==> config.mk <==
export PLATFORM = sky130hd
export DESIGN_NAME = mng_cordic_cell
export DESIGN_NICKNAME = d
export VERILOG_FILES = /design/src/rtl/assert_macros.svh /design/src/rtl/mng_pkg.sv /design/src/rtl/mng_cordic_cell.sv
export SDC_FILE = /design/constraint.sdc
export NUM_CORES = 1
export LEC_CHECK = 0
export BUFFER_PORTS_ARGS = -buffer_cell sky130_fd_sc_hd__buf_2
export CORE_MARGIN = 10
export CORE_UTILIZATION = 50
export CTS_CLUSTER_SIZE = 25
export DETAILED_ROUTE_END_ITERATION = 7
export MAX_ROUTING_LAYER = met4
export PLACE_DENSITY_LB_ADDON = 0.05
export SLEW_MARGIN = 20
export SYNTH_ARGS = -nofsm -noshare
export SYNTH_HDL_FRONTEND = slang
export SYNTH_SLANG_ARGS = --single-unit
==> constraint.sdc <==
create_clock -name clk -period 9.4 [get_ports clk]
set_clock_uncertainty 0.15 [all_clocks]
set_input_delay 2.35 -clock clk [delete_from_list [all_inputs] [get_ports clk]]
set_output_delay 2.35 -clock clk [all_outputs]
set_load 0.1 [all_outputs]
==> src/rtl/assert_macros.svh <==
// ----------------------------------------------------------------------------
// Assertion macros
// Shared concurrent assertion forms, clocked on clk, held off by rst_n.
// ----------------------------------------------------------------------------
`ifndef ASSERT_MACROS_SVH
`define ASSERT_MACROS_SVH

// Same-cycle implication.
`define ASSERT_IMPLIES(label, ante, cons) \
    label: assert property (@(posedge clk) disable iff (!rst_n) (ante) |-> (cons)) \
        else $error("assertion failed");

// Next-cycle implication.
`define ASSERT_NEXT(label, ante, cons) \
    label: assert property (@(posedge clk) disable iff (!rst_n) (ante) |=> (cons)) \
        else $error("assertion failed");

`endif

==> src/rtl/mng_pkg.sv <==
// ----------------------------------------------------------------------------
// mng_pkg
// Widths, constants, types and helpers of the NDC to geodetic mapper.
// ----------------------------------------------------------------------------
package mng_pkg;

    localparam int STEPS          = 24;
    localparam int ANGLE_BITS     = 16;
    localparam int TRIG_FRAC_BITS = 17;
    localparam int QF             = 30;
    localparam int TO_Q30_SH      = QF - TRIG_FRAC_BITS;
    localparam int CW             = 40;   // CORDIC x/y width, Q30
    localparam int ZW             = 34;   // CORDIC phase width
    localparam int TW             = 20;   // trig / vector component width
    localparam int IDXW           = 2;
    localparam int SHW            = 5;

    localparam logic signed [CW-1:0] GAIN         = 40'sd652032874;
    localparam logic signed [ZW-1:0] HALF_TURN    = 34'sd2147483648;
    localparam logic signed [ZW-1:0] QUARTER_TURN = 34'sd1073741824;

    localparam logic [IDXW-1:0] REG_CENTER_LON = 2'd0;
    localparam logic [IDXW-1:0] REG_CENTER_LAT = 2'd1;

    typedef struct packed {
        logic signed [CW-1:0] x;
        logic signed [CW-1:0] y;
        logic signed [ZW-1:0] z;
    } cordic_t;

    typedef struct packed {
        logic                 vec_mode;  // 1: drive y to zero, 0: drive z to zero
        logic [SHW-1:0]       shift;
        logic signed [ZW-1:0] arc;
    } cell_ctl_t;

    // arctan(2^-i) in 2^32-per-turn phase units
    function automatic logic signed [ZW-1:0] arc_at(input logic [SHW-1:0] i);
        logic signed [ZW-1:0] r;
        case (i)
            5'd0:    r = 34'sd536870912;
            5'd1:    r = 34'sd316933406;
            5'd2:    r = 34'sd167458907;
            5'd3:    r = 34'sd85004756;
            5'd4:    r = 34'sd42667331;
            5'd5:    r = 34'sd21354465;
            5'd6:    r = 34'sd10679838;
            5'd7:    r = 34'sd5340245;
            5'd8:    r = 34'sd2670163;
            5'd9:    r = 34'sd1335087;
            5'd10:   r = 34'sd667544;
            5'd11:   r = 34'sd333772;
            5'd12:   r = 34'sd166886;
            5'd13:   r = 34'sd83443;
            5'd14:   r = 34'sd41722;
            5'd15:   r = 34'sd20861;
            5'd16:   r = 34'sd10430;
            5'd17:   r = 34'sd5215;
            5'd18:   r = 34'sd2608;
            5'd19:   r = 34'sd1304;
            5'd20:   r = 34'sd652;
            5'd21:   r = 34'sd326;
            5'd22:   r = 34'sd163;
            5'd23:   r = 34'sd81;
            default: r = '0;
        endcase
        return r;
    endfunction

    // Q1.17 product, rounded half up
    function automatic logic signed [TW-1:0] mul_trig(input logic signed [TW-1:0] a,
                                                      input logic signed [TW-1:0] b);
        logic signed [2*TW:0] p;
        p = (2*TW+1)'(a) * (2*TW+1)'(b);
        p = p + ((2*TW+1)'(1) <<< (TRIG_FRAC_BITS - 1));
        return TW'(p >>> TRIG_FRAC_BITS);
    endfunction

    // 32-bit wrapped phase to binary angle, rounded half up, wrapping
    function automatic logic signed [ANGLE_BITS:0] phase_to_angle(
        input logic signed [ZW-1:0] z);
        logic signed [32:0] p;
        p = {z[31], z[31:0]};
        p = p + (33'sd1 <<< (32 - ANGLE_BITS - 1));
        return (ANGLE_BITS+1)'(p >>> (32 - ANGLE_BITS));
    endfunction

endpackage

==> src/rtl/mng_cordic_cell.sv <==
// ----------------------------------------------------------------------------
// mng_cordic_cell
// One CORDIC micro-rotation, rotation or vectoring, registered.
// ----------------------------------------------------------------------------
module mng_cordic_cell (
    input  logic                clk,
    input  mng_pkg::cell_ctl_t  ctl,
    input  mng_pkg::cordic_t    d_in,
    output mng_pkg::cordic_t    d_out
);

    logic signed [mng_pkg::CW-1:0] dx;
    logic signed [mng_pkg::CW-1:0] dy;
    logic                          up;
    mng_pkg::cordic_t              d_next;
    mng_pkg::cordic_t              d_reg;

    always_comb
    begin
        dx = d_in.y >>> ctl.shift;
        dy = d_in.x >>> ctl.shift;
        up = ctl.vec_mode ? d_in.y[mng_pkg::CW-1] : !d_in.z[mng_pkg::ZW-1];
        if (up)
        begin
            d_next.x = d_in.x - dx;
            d_next.y = d_in.y + dy;
            d_next.z = d_in.z - ctl.arc;
        end
        else
        begin
            d_next.x = d_in.x + dx;
            d_next.y = d_in.y - dy;
            d_next.z = d_in.z + ctl.arc;
        end
    end

    always_ff @(posedge clk)
    begin
        d_reg <= d_next;
    end

    assign d_out = d_reg;

endmodule

==> results.sh <==
export IMPL_min_period_over_period=0.925
export IMPL_layout_min_cycle_time_ns=8.70
export IMPL_grt_use_total=0.315
export IMPL_power_share_combinational=0.713
export IMPL_ys_warn_count=0
export IMPL_tightest_slew_ns=1.15
export IMPL_maxSlewHeadroom=0.233
export IMPL_drv_slew=0
export IMPL_cp_max_fo=59
export IMPL_clkSlewWorstSetupHoldPaths_ns=0.06
export IMPL_grt_max_degree=67
export IMPL_syn_avg_cell_area_um2=8.69
export IMPL_cts_setup_buffers=0
export IMPL_hold_ws_ns=1.99
export IMPL_cts_resized=0
export IMPL_p_sw_mw=3.00
export IMPL_gp_congestion=1.01
export IMPL_dieArea_um2=40700
export IMPL_die_w_um=202
export IMPL_synth_edf_count=0
export IMPL_pwr_share_clk=0.131
export IMPL_syn_nets=2174
export IMPL_cts_sinks=114
export IMPL_ys_types=107
export IMPL_rows=66
export IMPL_clockBufferDepth=2
export IMPL_internal_power_mw=1.91
export IMPL_rsz0062_at_grt="no"
export IMPL_critPathMaxStageDelay_ns=0.76
export IMPL_synth_most_common_cell="nor2_1"
export IMPL_cts_buffers=17
export IMPL_wl_per_cell_um=24.7
export IMPL_async_flop_share=0
export IMPL_finalHoldViolCount=0
export IMPL_finalSetupViolations=0
export IMPL_hold_start="d_in[34]"
export IMPL_cts_tree="built"
export IMPL_max_freq_mhz=115
export IMPL_ant_nets=0
export IMPL_yosys_top_cells_area="mux4_2, dfxtp_1, ha_1"
export IMPL_ys_top_cells_by_count="nor2_1, a21oi_1, nand2_1"
export IMPL_irDropWorstVdd_mv=0.445
export IMPL_synth_top_area_frac=0.142
export IMPL_hold_buffers=0
export IMPL_area_delta_synth_final_pct=14.3
export IMPL_coreArea_um2=32500
export IMPL_pin_count=269
export IMPL_holdPathEnd="d_out[34]"
export IMPL_synth_top_area_cell="mux4_2"
export IMPL_finalNetCount=2419
export IMPL_arrival_ns=8.91
export IMPL_crit_top_cell="a21o_1"
export IMPL_vias_per_cell=6.46
export IMPL_synth_main_ff_cell="dfxtp_1"
export IMPL_portBuffers=268
export IMPL_critPathKind="in -> reg"
export IMPL_grt_pass1_vias=16400
export IMPL_worstSetupStartpointType="input pin"
export IMPL_crit_chain="buf_6 -> buf_4 -> mux4_1 -> mux2i_1 -> a21o_1 -> nand2b_1 -> a2111oi_4 -> and4_1 -> nand4_1 -> nor2_1 -> nor2_1 -> xnor2_1 -> ha_1 -> a21o_1 -> a21o_1 -> a21oi_1 -> o21ai_0 -> a31oi_1 -> o21ai_0 -> a31oi_1 -> o211a_1 -> nor4_1 -> a311oi_1"
export IMPL_maxCapViolCount=0
export IMPL_die_h_um=202
export IMPL_final_layout_size_suffix_gt1_frac=0.245
export IMPL_dpl_hpwl_um=50800
export IMPL_cp_required_ns=9.61
export IMPL_grt_pass1_wl_um=98400
export IMPL_synth_seq_area_share=0.138
export IMPL_drt_first_pass_iters=5
export IMPL_place_area_um2=18300
export IMPL_root_buffer="clkbuf_16"
export IMPL_drtIter0Drc=1781
export IMPL_ys_seq_elements=114
export IMPL_postSynthCellCount=1899
export IMPL_final_cell_area_um2=18900
export IMPL_worstHoldPathType="in -> reg"
export IMPL_status="finished clean"
export IMPL_antenna_found_initial=3
export IMPL_dr_total_vias=16800
export IMPL_wirelength_um=64200
export IMPL_p_seq_frac=0.155
export IMPL_worst_setup_path_end_kind="flop"
export IMPL_slowest_stage="mux4_1"
export IMPL_hold_depth=2
export IMPL_cts_max_level=4
export IMPL_swShare=0.611
export IMPL_start_util=0.507
export IMPL_power_leakage_nw=8.32
export IMPL_grt_ovfl_total=0
export IMPL_largest_reg_flops=114
export IMPL_power_density_nw_per_um2=261
export IMPL_drc=0
export IMPL_netlist_area_um2=16500
export IMPL_setup_tns_ns=0
-- power groups by stage --
stage | registers (mW) | clock network, mW | logic (mW)
3_3_place_gp | 0.771 | 0 | 3.47
5_1_grt | 0.786 | 0.678 | 3.69
2_1_floorplan | 2.41 | 0 | 1.18
4_1_cts | 0.767 | 0.659 | 3.49
3_5_place_dp | 0.774 | 0 | 3.48
6_report | 0.764 | 0.646 | 3.51
-- metal layers --
| metal | track usage | vias to the layer above | wire [um] |
|---|---|---|---|
| met5 | - | - | 0 |
| met4 | 0.0996 | 0 | 1970 |
| li1 | - | 7720 | - |
| met3 | 0.0705 | 138 | 6240 |
| met2 | 0.473 | 932 | 28600 |
| met1 | 0.413 | 8024 | 27300 |
-- cells by family after synthesis --
| logic type | share of synthesized area |
|---|---|
| adders and majority gates | 0.0923 |
| xor gates and xnor gates | 0.102 |
| and+or+nand+nor | 0.165 |
| AOI/OAI and AO/OA | 0.227 |
| buffers and inverters | 0.0457 |
| muxes | 0.230 |
| DFF | 0.138 |
-- placed cells by master (no fill, tap or decap), types with 13 or more instances in the layout --
cell type,count
and2_1,15
o31ai_1,13
a21o_1,61
mux4_1,14
nor2b_1,23
mux4_2,104
a211oi_1,24
o211ai_1,14
o21a_1,26
mux2i_1,87
nor2_1,178
buf_4,47
nand3_1,32
and3_1,16
o21ai_0,101
xnor2_1,111
nor3_1,35
mux2_2,16
dfxtp_1,114
a31oi_1,21
buf_2,266
xor2_1,81
a21oi_1,149
clkbuf_16,17
o21bai_1,20
nand2b_1,20
inv_1,52
nand2_1,150
ha_1,117
o22ai_1,16
-- critical path: cells and delay by family --
family	cells	cell delay, ns
AO/OA/AOI/OAI	11	2.76
XOR/XNOR	1	0.15
adder cells (fa/ha/maj)	1	0.38
buffers and inverters	2	0.93
multiplexers	2	1.24
AND/OR/NAND/NOR	6	1.08
-- final cells by class --
class,count,area (um2)
Sequential cell,114,2280
Clock buffer,21,460
Antenna cell,3,7.51
Tap cell,442,553
Inverter,53,199
Multi-Input combinational cell,1640,13500
Timing Repair Buffer,318,1780
Fill cell,3067,13700
Clock inverter,11,105
-- how the worst max path moves through the flow --
stage | slack, ns | end | startpoint | cells past startpoint
floorplan | 1.61 | d_out[72] | ctl[35] | 25
global placement | 0.44 | d_out[112] | ctl[35] | 23
detailed placement | 0.33 | d_out[112] | ctl[35] | 23
CTS | 0.81 | d_out[112] | ctl[35] | 23
global route | 0.24 | d_out[112] | ctl[35] | 21
finish | 0.70 | d_out[112] | ctl[35] | 23
-- per-stage QoR --
stage	utilization	worst slack [ns]	total power, mW	instances
floorplan	-	1.61	3.59	1899
global placement	0.562	0.435	4.24	2567
detailed placement	0.562	0.334	4.25	2567
CTS	0.580	0.806	4.92	2599
global route	0.580	0.237	5.15	2602
finish	0.580	0.703	4.92	2602
Power figures use the tool's default switching activity.
